**src/rtl/core/mre_pkg.sv**
```systemverilog
// Shared types and constants for the 4x4 matrix row engine.
`timescale 1ns / 1ps

package mre_pkg;

   // Port widths fixed by the interface.
   localparam int FIELD_W = 32;
   localparam int ROW_W   = 2;
   localparam int NUM_COL = 4;
   localparam int NUM_ENT = NUM_COL * NUM_COL;

   // Default number format: signed Q16.16.
   localparam int ELEM_WIDTH_DEF = 32;
   localparam int FRAC_BITS_DEF  = 16;

   typedef enum logic [1:0] {
      FUNC_LOAD = 2'd0,
      FUNC_MUL  = 2'd1,
      FUNC_ADD  = 2'd2,
      FUNC_SUB  = 2'd3
   } func_type;

   // Control that travels with each beat down the pipeline.
   typedef struct packed {
      logic             valid;
      func_type         func;
      logic [ROW_W-1:0] row;
   } tag_type;

endpackage

```
**src/rtl/core/mre_reduce.sv**
```systemverilog
// Second stage: dot-product sum, fixed-point shift, saturation and the result register.
`timescale 1ns / 1ps

module mre_reduce #(
   parameter int ELEM_WIDTH = mre_pkg::ELEM_WIDTH_DEF,
   parameter int FRAC_BITS  = mre_pkg::FRAC_BITS_DEF
) (
   input  logic                                 clock,
   input  logic                                 reset,
   input  logic                                 adv,
   input  mre_pkg::tag_type                     tag,
   input  logic signed [2*ELEM_WIDTH-1:0]       prod [mre_pkg::NUM_COL][mre_pkg::NUM_COL],
   input  logic signed [ELEM_WIDTH:0]           lin  [mre_pkg::NUM_COL],
   output logic                                 out_valid_ff,
   output logic [mre_pkg::ROW_W-1:0]            out_row_ff,
   output logic [mre_pkg::FIELD_W-1:0]          res_ff [mre_pkg::NUM_COL]
);

   localparam int SUM_W = 2 * ELEM_WIDTH + 2;
   localparam int LIN_W = ELEM_WIDTH + 1;
   localparam logic signed [SUM_W-1:0] SUM_MAX =
      SUM_W'((64'sd1 <<< (ELEM_WIDTH - 1)) - 64'sd1);
   localparam logic signed [SUM_W-1:0] SUM_MIN = -SUM_MAX - SUM_W'(1);
   localparam logic signed [LIN_W-1:0] LIN_MAX = LIN_W'(SUM_MAX);
   localparam logic signed [LIN_W-1:0] LIN_MIN = LIN_W'(SUM_MIN);

   logic signed [ELEM_WIDTH-1:0]    res_elem [mre_pkg::NUM_COL];
   logic [mre_pkg::FIELD_W-1:0]     res_in   [mre_pkg::NUM_COL];

   for (genvar j = 0; j < mre_pkg::NUM_COL; j++) begin : g_col
      logic signed [SUM_W-1:0] sum;
      logic signed [SUM_W-1:0] shifted;

      always_comb begin
         sum = '0;
         for (int k = 0; k < mre_pkg::NUM_COL; k++) begin
            sum = sum + SUM_W'(prod[j][k]);
         end
         // Arithmetic shift rounds toward minus infinity.
         shifted = sum >>> FRAC_BITS;

         if (tag.func == mre_pkg::FUNC_MUL) begin
            if (shifted > SUM_MAX) begin
               res_elem[j] = ELEM_WIDTH'(SUM_MAX);
            end else if (shifted < SUM_MIN) begin
               res_elem[j] = ELEM_WIDTH'(SUM_MIN);
            end else begin
               res_elem[j] = shifted[ELEM_WIDTH-1:0];
            end
         end else begin
            if (lin[j] > LIN_MAX) begin
               res_elem[j] = ELEM_WIDTH'(LIN_MAX);
            end else if (lin[j] < LIN_MIN) begin
               res_elem[j] = ELEM_WIDTH'(LIN_MIN);
            end else begin
               res_elem[j] = lin[j][ELEM_WIDTH-1:0];
            end
         end
         res_in[j] = mre_pkg::FIELD_W'(res_elem[j]);
      end
   end

   always_ff @(posedge clock) begin
      if (reset) begin
         out_valid_ff <= 1'b0;
      end else if (adv) begin
         out_valid_ff <= tag.valid;
      end
   end

   always_ff @(posedge clock) begin
      if (adv) begin
         out_row_ff <= tag.row;
         res_ff     <= res_in;
      end
   end

endmodule

```
**config.mk**
```make
export PLATFORM = sky130hd
export DESIGN_NAME = mre_reduce
export DESIGN_NICKNAME = d
export VERILOG_FILES = /design/src/rtl/core/mre_pkg.sv /design/src/rtl/core/mre_reduce.sv
export SDC_FILE = /design/constraint.sdc
export NUM_CORES = 2
export LEC_CHECK = 0
export ABC_AREA = 0
export BUFFER_PORTS_ARGS = -buffer_cell sky130_fd_sc_hd__buf_2
export CORE_AREA = 8 8 495 497
export CTS_CLUSTER_SIZE = 28
export DETAILED_ROUTE_END_ITERATION = 6
export DIE_AREA = 0 0 503 505
export PLACE_DENSITY = 0.4
export SLEW_MARGIN = 10
export SYNTH_ARGS = -nofsm -noshare
export SYNTH_HDL_FRONTEND = slang
export SYNTH_SLANG_ARGS = --single-unit
```
**constraint.sdc**
```tcl
create_clock -name clock -period 6.1 [get_ports clock]
set_input_delay 0.915 -clock clock [delete_from_list [all_inputs] [get_ports clock]]
set_output_delay 0.915 -clock clock [all_outputs]
set_load 0.05 [all_outputs]
```
After elaboration in Yosys (flattened, before gate mapping). Index checks and enable logic that the tools add are counted.

Eq/ne operators: 1. Muxes and demuxes: 20. $add $sub $neg: 12. Order comparisons: 16.

Operators by type and width (number): $mux 32 (20); $add 65x64->66 (4); $add 66x64->66 (4); $add 64x64->65 (4); $gt 50x32->1 const B (4); $lt 50x32->1 const B (4); $gt 33x32->1 const B (4); $lt 33x32->1 const B (4); $eq 2x1->1 const B (1).

Flip-flop bits (word level): 131. Logic and storage cells: 55. Output and inout port bits: 131. Bits of input ports: 1164.

Longest topological paths before layout.
Depth in word-level cells: 7. Mapped depth: 20. Mapped depth without buffers: 18.

Worst setup path after synthesis. No wires, ideal clock.

Path kind: in2reg. Start point: input port prod[16] (netlist name). End point: register res_ff[15] (netlist name) (data pin). Setup time: 0.268 ns. Path buffers: 1. Data arrival time: 5.286 ns. Path slack: 0.546 ns. Data required time: 5.832 ns. Stages on the path: 19. Path through: inv_1 > fa_1 > inv_1 > fa_1 > ha_1 > a21oi_1 > o211ai_1 > a311oi_2 > nand2_1 > o31a_1 > a31o_2 > a22o_1 > a311o_1 > a31oi_4 > o221ai_2 > xnor2_4 > a41oi_2 > buf_2 > o32ai_2.

RTL lines: from (decl) (RTL line mre_reduce.sv:12) `input logic signed [2*ELEM_WIDTH-1:0] prod [mre_pkg::NUM_COL][mre_pkg::NUM_COL],`; to (signal assigned) (RTL line mre_reduce.sv:74) `res_ff <= res_in;`; to (decl) (RTL line mre_reduce.sv:16) `output logic [mre_pkg::FIELD_W-1:0] res_ff [mre_pkg::NUM_COL]`.

==> flow_summary.json <==
{
  "startpoint_type": "input port",
  "ys_seq_elements": 131,
  "cts_setup_buffers": 0,
  "ios": 1295,
  "ctsHoldBuffers": 0,
  "nFillCells": 27000,
  "cts.clk_slew.worst_paths_ps": 70,
  "core_mm2": 0.237,
  "wl_um": 215000,
  "synth_nets": 6367,
  "min_period_ps": 5980,
  "wl_per_cell_um": 23.1,
  "slew_violations": 0,
  "timing.final.crit_share_pct": 98.1,
  "cts_tree": "yes",
  "dp_worst_setup_slack_ps": -670,
  "grt_overflow_total": 0,
  "start_util_pct": 15.0,
  "ant_nets": 0,
  "dpl.hpwl_um": 199000,
  "power.density_mw_per_mm2": 330,
  "vdd_drop_max_mv": 0.230,
  "setup_viol": 0,
  "cp.arrival_ps": 6340,
  "final_nets": 8048,
  "fin_hold_ws_ps": 530,
  "clk_root_buffer_cell": "clkbuf_16",
  "place_congestion": 0.965,
  "synth_edf_count": 130,
  "die_h_um": 505,
  "finalClockSkew_ps": 0,
  "final_hold_viol_count": 0,
  "viasPerCell": 4.02,
  "hp-class": "input port to flop",
  "cp_data_required_time_ps": 6450,
  "cts.path.max_buffers": 2,
  "max_slew.worst_pin.slew_ps": 923,
  "first_global_vias": 41000,
  "r2r_slack_ps": 5370,
  "finalWorstSetupSlack_ps": 115,
  "netlist_instances": 4439,
  "gr-usage-all-layers_pct": 16.3,
  "io_buffers": 1294,
  "drive_gt1_share_pct": 30.8,
  "drc": 0,
  "initialDrtViolationCount": 2112,
  "ys_warn_count": 0,
  "via_count": 37500,
  "h-tree-depth": 4,
  "antenna_found_initial": 88,
  "dr.pass1.iters": 7,
  "cts_resized": 2,
  "max_freq_ghz": 0.167,
  "ys_types": 84,
  "crit_fanout": 15,
  "async_flop_share_pct": 0,
  "grt_pass1_wl_um": 299000,
  "syn_area_per_cell_um2": 7.99,
  "synthToLayoutAreaGrowth_pct": 41.4,
  "maxSlewHeadroom_pct": 38.4,
  "ys.flop_type": "edfxtp_1",
  "cts_sinks": 131,
  "clk_latency_ps": 530,
  "cts_buffers": 17,
  "status": "complete, no violations",
  "grt_max_degree": 66,
  "post-route-util_pct": 21.2,
  "cp-end-kind": "flop",
  "critical_path_class": "input port to flop",
  "dieArea_mm2": 0.254,
  "cap_violations": 0,
  "synth.yosys.seq_area_share_pct": 11.1,
  "die_w_um": 503,
  "core.rowCount": 179,
  "p_leak_nw": 26.4,
  "synth_area_mm2": 0.0355
}
## final cells by class
cell class,instances,area (um^2),share of cell area (%)
tap,3167,3960,7.90
sequential,131,3920,7.82
multi-input combinational,2898,26400,52.6
timing repair buffer,1781,10400,20.8
inverter,1291,4850,9.66
antenna,23,57.6,0.115
clock inverter,15,146,0.292
clock buffer,17,425,0.848
## where the power goes
part           leakage, nW  internal, mW  switching (mW)
logic                 24.8          5.64            8.39
clock network        0.277         0.570           0.553
registers             1.29          1.28           0.117
## per-stage QoR
step / std cells / instance area, um^2 / setup TNS, ps / power (mW)
floorplan: 4439 / 35500 / 0 / 9.16
global placement: 9268 / 49400 / -46410 / 15.5
detailed placement: 9268 / 49400 / -43160 / 15.5
CTS: 9300 / 50000 / 0 / 16.8
global route: 9313 / 50100 / -5.24 / 18.0
finish: 9323 / 50200 / 0 / 16.5
## path summary, 6_finish.rpt
| path | startpoint | endpoint | cells after the start |
|---|---|---|---|
| worst max-delay path | prod[783] | res_ff[117] | 22 |
| worst min-delay path | reset | out_valid_ff | 2 |
| worst max register to register | out_valid_ff | out_valid_ff | 2 |
| worst min register to register | out_valid_ff | out_valid_ff | 2 |
## cell families after synthesis
| kind of cell | after synthesis | share of synthesized area, % |
|---|---|---|
| AND/OR/NAND/NOR | 816 | 11.2 |
| buffers and inverters | 1410 | 15.1 |
| XOR/XNOR | 190 | 4.75 |
| AO/OA/AOI/OAI | 1125 | 20.1 |
| adder cells (fa/ha/maj) | 764 | 37.8 |
| flip-flops | 131 | 11.1 |
| multiplexers | 3 | 0.0847 |
## cell usage after synthesis (all sizes together), types with 47 or more instances
cell    count  area, um^2
nor3       52         260
inv      1291        4850
nor2      147         554
xnor2     115        1030
fa        512       10200
nand2b     53         332
clkbuf     91         345
nand3      47         235
nand2     299        1120
a21oi     478        2390
edfxtp    130        3900
o21ai     179         900
xor2       75         657
a21o      141        1060
ha        252        3150
nand4      70         438
## routing by layer
metal / track usage, % / wire length (um) / vias up
met5: 0 / 302 / -
met4: 3.34 / 4840 / 48
met3: 4.17 / 14800 / 232
met2: 28.7 / 105000 / 1315
met1: 19.9 / 90400 / 18200
li1: - / - / 17700
## critical path: stages
cell,delay [ps]
buf_2,100
inv_1,60
fa_1,560
inv_1,60
fa_1,480
ha_1,330
a21oi_1,290
o21ai_0,210
a221o_1,450
a221o_1,360
nor3b_2,160
buf_4,210
nor2_1,70
a21bo_2,220
xnor2_1,130
or4_1,530
nor3_1,310
a311oi_2,180
buf_12,190
and2_1,190
buf_12,160
o22ai_1,150
## state kept, by name (all words and copies together), names as in the netlist
| signal | cells |
|---|---|
| out_valid_ff | 1 |
| res_ff | 128 |
| out_row_ff | 2 |
## layout by cell type, fill, tap and decap left out, types with 12 or more instances in the layout
cell and n:
o31a_1 12, nand2b_1 52, and3_1 30, nor2b_1 13
inv_1 1291, a31oi_1 26, nor2_1 146, o31ai_1 15
nand4_1 70, a211oi_1 24, ha_1 252, nand3_1 47
o22ai_1 23, nand2_1 299, clkbuf_16 17, nor4_1 24
fa_1 512, or3_1 13, buf_12 22, and2_1 20
nor3_1 50, a21o_1 141, xor2_1 75, xnor2_1 114
edfxtp_1 130, o21ai_0 160, buf_4 465, o21bai_1 41
a21oi_1 475, o32ai_2 19, buf_2 1293, a221oi_1 12
diode_2 23, o21a_1 27, o211ai_1 27
(Power assumes the default switching activity.)
