**src/rtl/core/mre_pkg.sv**
```systemverilog
// Shared types and constants for the 4x4 matrix row engine.
`timescale 1ns / 1ps

package mre_pkg;

   // Port widths fixed by the interface.
   localparam int FIELD_W = 32;
   localparam int ROW_W   = 2;
   localparam int NUM_COL = 4;
   localparam int NUM_ENT = NUM_COL * NUM_COL;

   // Default number format: signed Q16.16.
   localparam int ELEM_WIDTH_DEF = 32;
   localparam int FRAC_BITS_DEF  = 16;

   typedef enum logic [1:0] {
      FUNC_LOAD = 2'd0,
      FUNC_MUL  = 2'd1,
      FUNC_ADD  = 2'd2,
      FUNC_SUB  = 2'd3
   } func_type;

   // Control that travels with each beat down the pipeline.
   typedef struct packed {
      logic             valid;
      func_type         func;
      logic [ROW_W-1:0] row;
   } tag_type;

endpackage

```
**src/rtl/core/mre_bank.sv**
```systemverilog
// Resident right-hand matrix B, written one row per load beat.
`timescale 1ns / 1ps

module mre_bank #(
   parameter int ELEM_WIDTH = mre_pkg::ELEM_WIDTH_DEF
) (
   input  logic                                 clock,
   input  logic                                 reset,
   input  logic                                 wr_en,
   input  logic [mre_pkg::ROW_W-1:0]            wr_row,
   input  logic signed [ELEM_WIDTH-1:0]         wr_data [mre_pkg::NUM_COL],
   output logic signed [ELEM_WIDTH-1:0]         b_mat   [mre_pkg::NUM_ENT]
);

   logic signed [ELEM_WIDTH-1:0] b_mat_ff [mre_pkg::NUM_ENT];

   always_ff @(posedge clock) begin
      if (reset) begin
         for (int i = 0; i < mre_pkg::NUM_ENT; i++) begin
            b_mat_ff[i] <= '0;
         end
      end else if (wr_en) begin
         for (int j = 0; j < mre_pkg::NUM_COL; j++) begin
            b_mat_ff[{wr_row, 2'(j)}] <= wr_data[j];
         end
      end
   end

   assign b_mat = b_mat_ff;

endmodule

```
**config.mk**
```make
export PLATFORM = sky130hd
export DESIGN_NAME = mre_bank
export DESIGN_NICKNAME = d
export VERILOG_FILES = /design/src/rtl/core/mre_pkg.sv /design/src/rtl/core/mre_bank.sv
export SDC_FILE = /design/constraint.sdc
export NUM_CORES = 1
export LEC_CHECK = 0
export ABC_AREA = 1
export BUFFER_PORTS_ARGS = -buffer_cell sky130_fd_sc_hd__buf_2
export CORE_AREA = 5 5 247 249
export CTS_BUF_LIST = sky130_fd_sc_hd__clkbuf_8 sky130_fd_sc_hd__clkbuf_16
export CTS_CLUSTER_DIAMETER = 100
export CTS_CLUSTER_SIZE = 25
export DETAILED_ROUTE_END_ITERATION = 12
export DIE_AREA = 0 0 252 254
export HOLD_SLACK_MARGIN = 0.05
export PLACE_DENSITY = 0.61
export SLEW_MARGIN = 20
export SYNTH_ARGS = -nofsm -noshare
export SYNTH_HDL_FRONTEND = slang
export SYNTH_SLANG_ARGS = --single-unit
```
**constraint.sdc**
```tcl
create_clock -name clock -period 2.05 [get_ports clock]
set_input_delay 0.1025 -clock clock [delete_from_list [all_inputs] [get_ports clock]]
set_output_delay 0.1025 -clock clock [all_outputs]
set_load 0.1 [all_outputs]
```
Word level (Yosys, flattened, before mapping):

Cells that the tools add are included.

* register bits: 512
* output and inout bits: 512

* $lt $le $gt $ge: 8
* mux-type cells: 12
* bitwise operators: 4
* reductions and logical operators: 4

Operators with widths (number)
* $bwmux 512: 4
* $demux 32 s4: 4
* $mux 32: 4
* $ge 5x5->1 const B: 4
* $lt 5x1->1 const B: 4
* $not 4->5: 4
* $logic_and 1x1->1: 4

Logic depth before layout (Yosys ltp):

Gate-level depths: netlist (run 1).

* depth after elaboration: 9
* gate-level depth with buffers: 7
* mapped depth without buffers: 5

Worst setup path before layout (run 1):

OpenSTA, ideal clock, no wires.

* path type: register -> register
* from: register b_mat_ff, in the netlist b_mat[318]
* to: register b_mat_ff, in the netlist b_mat[318]
* library setup time: 0.064 ns
* arrival time: 1.214 ns
* data required time: 1.986 ns
* setup slack: 0.773 ns
* cell stages (with the launch flop): 5
* cells stage by stage: dfxtp_1 inv_1 nand2_1 nand2_1 nor2_1

* longest elaborated chain between the ends: 4

RTL lines
* start: declaration: RTL line mre_bank.sv:15 `logic signed [ELEM_WIDTH-1:0] b_mat_ff [mre_pkg::NUM_ENT];`
* start signal: indexed assignment: RTL line mre_bank.sv:24 `b_mat_ff[{wr_row, 2'(j)}] <= wr_data[j];`
* $bwmux 512 (4 in series): RTL line mre_bank.sv:24

No other way between the ends.
A chain may end at the register's enable or synchronous reset.

Worst setup path after layout (run 1):

* from: input port wr_row[0] (netlist bit)
* to: register b_mat_ff, in the netlist b_mat[95]

* longest elaborated chain between the ends: 9
* elaborated cells on any way between the ends: 28
* those cells by class: order compare (8); mux (12); bitwise (4); reduce/logical (4)

RTL lines
* start: declaration: RTL line mre_bank.sv:10 `input logic [mre_pkg::ROW_W-1:0] wr_row,`
* $not 4->5 (not written as such): RTL line mre_bank.sv:24
* $ge 5x5->1 (not written as such) or $lt 5x1->1 (tied branches): RTL line mre_bank.sv:24
* $logic_and 1x1->1 (not written as such): RTL line mre_bank.sv:24
* $mux 32 (not written as such): RTL line mre_bank.sv:24
* $demux 32 s4: RTL line mre_bank.sv:24
* $bwmux 512 (3 in series): RTL line mre_bank.sv:24
* $bwmux 512 (*): RTL line mre_bank.sv:24

Every way passes the cells marked *; elsewhere a longest branch is shown, timed or not.

==> metrics.md, run 1 <==
| Metric | Value |
|---|---|
| Fillers | 6,153 |
| Fmax | 528 MHz |
| Grt total ovfl | 0 |
| Via count | 20,300 |
| Netlist cell types | 10 |
| Synth area leaders | dfxtp_1, nor2_1, nand2_1 |
| Total core area | 0.0585 sq mm |
| Worst Setup Path Type | in -> reg |
| Leakage power | 15.8 nW |
| Syn Nets | 3,409 |
| Yosys top cell area share | 48.6% |
| GRT Util Overall | 20.2% |
| Pin count of the biggest net entering global routing | 140 |
| HP Class | in -> reg |
| Vias in the first global route | 18,200 |
| Gate Count Post-Synth | 3,276 |
| Critical path startpoint category | input port |
| Final period utilization | 92.4% |
| Clock root buffer | clkbuf_16 |
| Setup TNS | 0 ns |
| IO Count | 645 |
| Clk slew on worst S/H paths | 0.10 ns |
| # DRC | 0 |
| Outcome | finished, final reports clean |
| Slew margin rel. | 54.8% |
| CTS Buf Count | 25 |
| Synth Register Bits | 512 |
| Pre-antenna DRT Iters | 6 |
| Clk sink count | 512 |
| H-Tree Depth | 1 |
| Min Tclk post-route | 1.89 ns |
| Placer Congestion | 0.814 |
| Critical-path cell list | dlygate4sd3_1 -> buf_2 -> nand3_4 -> nor2_1 -> dlygate4sd3_1 -> nor2_1 -> dlygate4sd3_1 |
| CP Max Fanout | 10 |
| Max IR drop VDD | 0.000624 V |
| Area Overhead vs Synth | 28.9% |
| Die height | 254 um |
| WL per Instance | 14.6 um |
| Area leader, netlist | dfxtp_1 |
| Final setup fails | 0 |
| Worst-Margin Slew | 0.679 ns |
| Area of the mapped netlist | 0.0211 sq mm |
| Fin. Hold Viols | 0 |
| Count of input and output buffers | 644 |
| CP max-delay cell | dlygate4sd3_1 |
| Sum of buffers and inverters on the critical path | 4 |
| Arrival time at the worst endpoint | 2.36 ns |
| Final Max Tran Viols | 0 |
| Delay-heaviest family, CP | buffers and inverters |
| Final WL | 68,700 um |
| WP data required | 2.52 ns |
| Chip width | 252 um |
| RSZ-0062 raised after global routing | false |
| Drt via density | 4.31 |
| Layout cells sized above 1 | 18.5% |
| Nets@finish | 4,063 |
| Initial Util | 36.1% |
| Post-synthesis sequential area ratio | 48.6% |
| Clk_skew | 0 ns |
| CP dominant cell by count | dlygate4sd3_1 |
| CP Capture Type | flop |
| Final non-filler cell total | 4,712 |
| TritonCTS clock tree | yes |
| Reg2Reg Setup Slack | 0.90 ns |
| Setup bufs post-CTS | 0 |
| Max Buffers Root-to-Sink | 3 |
| YS warnings | 0 |
| First-pass GRT wire length | 105,000 um |
| Cell Pwr Density | 849 mW/mm^2 |
| Rows | 89 |
| Placed Cells | 4,541 |
| Initial antenna violation count | 1 |
| Worst skew pair latency | 0.57 ns |
| Slowest stage delay, CP | 0.56 ns |
| DP Wirelength | 49,100 um |
| Final setup margin | 0.157 ns |
| Die area | 0.0640 sq mm |
| Drt first-iter violations | 1,392 |
| MaxCap Viol Count | 0 |
| Largest register FFs | 512 |
| Post-Place Setup Slack | 0.681 ns |
| Antenna Nets Post-Route | 0 |
| Syn Area/Cell | 6.44 sq um |
==> report_power, final <==
part	internal [mW]	leakage, nW	switching, mW
clock	2.37	0.359	3.33
combinational	1.19	11.3	5.46
sequential	10.5	4.19	0.271
total	14.0	15.8	9.06
==> layout by cell type (no fill, tap or decap) <==
cell,netlist,final
nand3_1,131,128
buf_2,121,643
clkbuf_16,0,25
inv_8,0,2
buf_4,0,18
dfxtp_1,512,512
bufinv_16,0,1
buf_12,0,27
diode_2,0,1
dlygate4sd3_1,0,135
clkinv_2,0,4
a21oi_1,128,128
inv_1,514,516
clkinv_4,0,1
buf_8,0,1
nand2_1,896,896
nor2_4,0,1
clkinvlp_4,0,1
nor2_1,897,896
nand3_4,0,3
==> layout make-up <==
type,count,area (sq um),share of cell area [%]
tap,773,967,3.56
multi-input combinational,2052,8070,29.7
clock inverter,10,85.1,0.313
clock buffer,25,626,2.30
sequential,512,10200,37.7
inverter,515,1940,7.13
antenna,1,2.50,0.00920
timing repair buffer,824,5260,19.3
==> worst reg2reg max path: cells and delay by family, from the launching register on <==
family	cells	cell delay [ns]
and+or+nand+nor	3	0.14
DFF	1	0.32
buffers and inverters	2	0.59
==> metal layers <==
metal | up-vias | global-route usage, % | share of wire [%]
li1 | 10800 | - | -
met1 | 8864 | 26.0 | 43
met2 | 587 | 33.3 | 46
met3 | 112 | 5.40 | 8.1
met4 | 0 | 6.08 | 3.1
met5 | - | 0 | 0
==> synthesized netlist by cell type, drive strengths merged <==
library cell	n
a21oi	128
dfxtp	512
nand2	896
inv	515
clkbuf	47
nand3	131
buf	150
nor2	897
==> timing repair <==
item                       in CTS  in global routing
setup endpoints to repair       0                  0
resized for setup               0                  0
hold endpoints to repair      512                  0
hold buffers                  135                  0
==> per-stage QoR <==
step	power (mW)	hold WS [ns]	utilization (%)	cell area, sq um
3_3_place_gp	17.4	0.383	43.0	25100
2_1_floorplan	16.1	0.237	-	21100
4_1_cts	23.3	0.306	46.5	27200
6_report	23.1	0.336	46.5	27200
5_1_grt	24.1	0.323	46.5	27200
3_5_place_dp	17.4	0.386	43.0	25100
==> cells by family (layout without fill, tap and decap cells) <==
family / Yosys count / after routing / share of synthesized area (%)
and+or+nand+nor: 1924 / 1924 / 35.0
buffers and inverters: 712 / 1374 / 13.4
DFF: 512 / 512 / 48.6
AOI/OAI and AO/OA: 128 / 128 / 3.04
other: 0 / 1 / 0
==> final timing paths <==
check	from	endpoint	cells after the start
setup / recovery	wr_row[0]	b_mat[95]$_SDFFE_PP0P_	7
hold / removal	wr_data[68]	b_mat[196]$_SDFFE_PP0P_	4
setup reg to reg	b_mat[95]$_SDFFE_PP0P_	b_mat[95]$_SDFFE_PP0P_	5
hold reg to reg	b_mat[421]$_SDFFE_PP0P_	b_mat[421]$_SDFFE_PP0P_	2
No activity file was read; power rests on OpenSTA's default activity.
==> inputs of run 2 (changes only) <==
Clock period 2.05 ns to 2.15 ns, I/O delays scaled along.
==> metrics.md, run 2 (synthesis gave the netlist of run 1 again) <==
| Metric | Value |
|---|---|
| Drt via density | 4.28 (was 4.31) |
| Max IR drop VDD | 0.000602 V (was 0.000624 V) |
| Clk sink count | 512 (unchanged) |
| Clk slew on worst S/H paths | 0.10 ns (about the same) |
| IO Count | 645 (unchanged) |
| Placer Congestion | 0.826 (was 0.814) |
| Delay-heaviest family, CP | buffers and inverters (unchanged) |
| Pin count of the biggest net entering global routing | 131 (was 140) |
| Rows | 89 (unchanged) |
| GRT Util Overall | 20.0% (was 20.2%) |
| Total core area | 0.0585 sq mm (unchanged) |
| Internal power | 13.8 mW (was 14.0 mW) |
| Chip width | 252 um (unchanged) |
| RSZ-0062 raised after global routing | false (unchanged) |
| Fmax | 634 MHz |
| Logic pwr share | 28.2% (was 28.8%) |
| Worst skew pair latency | 0.58 ns (was 0.57 ns) |
| Initial Util | 36.1% (unchanged) |
| Area Overhead vs Synth | 29.5% (was 28.9%) |
| Initial antenna violation count | 0 (was 1) |
| Count of input and output buffers | 644 (unchanged) |
| CP max-delay cell | buf_2 (was dlygate4sd3_1) |
| Nets@finish | 4,069 (was 4,063) |
| CTS Buf Count | 26 (was 25) |
| Final period utilization | 73.3% |
| Final setup fails | 0 (unchanged) |
| TritonCTS clock tree | yes (unchanged) |
| Worst Setup Path Type | reg -> out (was in -> reg) |
| Critical path startpoint category | flop (was input port) |
| WP data required | 2.04 ns (was 2.52 ns) |
| Die height | 254 um (unchanged) |
| HP Class | in -> reg (unchanged) |
| Largest register FFs | 512 (unchanged) |
| Via count | 20,200 (was 20,300) |
| Clock share of power | 26.3% (was 24.7%) |
| # resized after CTS | 0 (unchanged) |
| H-Tree Depth | 1 (unchanged) |
| First-pass GRT wire length | 105,000 um (about the same) |
| Slowest stage delay, CP | 0.47 ns (was 0.56 ns) |
| Pre-antenna DRT Iters | 4 (was 6) |
| Most frequent cells in the layout | nand2_1, nor2_1, buf_2 (unchanged) |
| Psw | 8.71 mW (was 9.06 mW) |
| Number of antenna repair diodes | 0 (was 1) |
| Drt first-iter violations | 1,201 (was 1,392) |
| Hold path depth | 4 (unchanged) |
| Design Power | 22.5 mW (was 23.1 mW) |
| Sequential share of power | 45.5% (was 46.5%) |
| FF-to-FF path depth | 4 (was 5) |
| Clock root buffer | clkbuf_16 (unchanged) |
| Outcome | finished, final reports clean (unchanged) |
| Layout cells sized above 1 | 18.7% (was 18.5%) |
| Setup TNS | 0 ns (unchanged) |
| Min Tclk post-route | 1.58 ns |
| DP Wirelength | 48,900 um (was 49,100 um) |
| Die area | 0.0640 sq mm (unchanged) |
| Slew margin rel. | 54.1% (was 54.8%) |
| Crit path depth | 1 (was 7) |
| Sum of buffers and inverters on the critical path | 1 (was 4) |
| # DRC | 0 (unchanged) |
| Vias in the first global route | 18,200 (about the same) |
| Critical-path cell list | buf_2 (was dlygate4sd3_1 -> buf_2 -> nand3_4 -> nor2_1 -> dlygate4sd3_1 -> nor2_1 -> dlygate4sd3_1) |
| Max Buffers Root-to-Sink | 3 (unchanged) |
| Clk_skew | 0 ns (unchanged) |
| Leakage power | 15.9 nW (was 15.8 nW) |
| Final Max Tran Viols | 0 (unchanged) |
| Grt total ovfl | 0 (unchanged) |
| Final WL | 68,300 um (was 68,700 um) |
| Fin. Hold Viols | 0 (unchanged) |
| CP Max Fanout | 2 (was 10) |
| Antenna Nets Post-Route | 0 (unchanged) |
| Switching share of power | 38.7% (was 39.3%) |
| Arrival time at the worst endpoint | 1.47 ns (was 2.36 ns) |
| CP Capture Type | output pin (was flop) |
| Cell Pwr Density | 824 mW/mm^2 (was 849 mW/mm^2) |
| WL per Instance | 14.5 um (was 14.6 um) |
| MaxCap Viol Count | 0 (unchanged) |
| Worst-Margin Slew | 0.689 ns (was 0.679 ns) |
==> run 2: cell count changes in the layout (fill, tap and decap cells not counted) <==
cell	previous run	this run
buf_4	18	28
buf_12	27	24
clkinv_2	4	1
bufinv_16	1	3
clkbuf_16	25	27
dlygate4sd3_1	135	133
diode_2	1	0
inv_1	516	517
inv_12	0	1
inv_16	0	1
inv_8	2	1
==> run 2: path summary, 6_finish.rpt <==
kind                            from                      end  slack [ns]
max           b_mat[52]$_SDFFE_PP0P_                b_mat[52]        0.57
max reg2reg   b_mat[52]$_SDFFE_PP0P_   b_mat[52]$_SDFFE_PP0P_        1.42
min reg2reg  b_mat[414]$_SDFFE_PP0P_  b_mat[414]$_SDFFE_PP0P_        0.48
min                     wr_data[119]  b_mat[119]$_SDFFE_PP0P_        0.34
==> run 2: area by class of cell <==
type / instances / area [sq um]
clock buffers: 27 / 676
clock inverters: 11 / 159
fillers: 6044 / 31100
inverters: 515 / 1940
multi-input cells: 2052 / 8070
flip-flops and latches: 512 / 10200
well taps: 773 / 967
repair buffers: 829 / 5260
==> run 2: power groups by stage <==
stage / clock network [mW] / logic (mW) / registers [mW]
after CTS: 6.14 / 6.38 / 10.2
after floorplan: 0 / 1.34 / 14.0
after global placement: 0 / 6.17 / 10.4
final: 5.93 / 6.35 / 10.2
after detailed placement: 0 / 6.18 / 10.4
after global routing: 6.47 / 6.72 / 10.3
==> run 2: through the flow <==
| step | std cells | util [%] | cell area (sq um) | worst slack (ns) | hold slack, ns |
|---|---|---|---|---|---|
| 2_1_floorplan | 3276 | - | 21100 | 0.873 | 0.242 |
| 3_3_place_gp | 4548 | 43.0 | 25200 | 0.784 | 0.385 |
| 3_5_place_dp | 4548 | 43.0 | 25200 | 0.777 | 0.387 |
| 4_1_cts | 4719 | 46.7 | 27300 | 0.528 | 0.292 |
| 5_1_grt | 4719 | 46.7 | 27300 | 0.510 | 0.318 |
| 6_report | 4719 | 46.7 | 27300 | 0.573 | 0.338 |
==> run 2: repair_timing <==
item	4_1_cts	5_1_grt
hold endpoints to repair	512	0
setup buffers	0	0
hold buffers	133	0
==> run 2: routing by layer <==
layer | global-route usage (%) | routed length [um]
met1 | 26.0 | 29800
met2 | 33.3 | 31400
met3 | 5.00 | 5230
met4 | 5.26 | 1820
met5 | 0 | 0
==> run 2: tightest hold or removal path, stage by stage <==
cell and delay (ns):
dlygate4sd3_1 0.51, buf_2 0.14, nor2_1 0.05, nor2_1 0.08
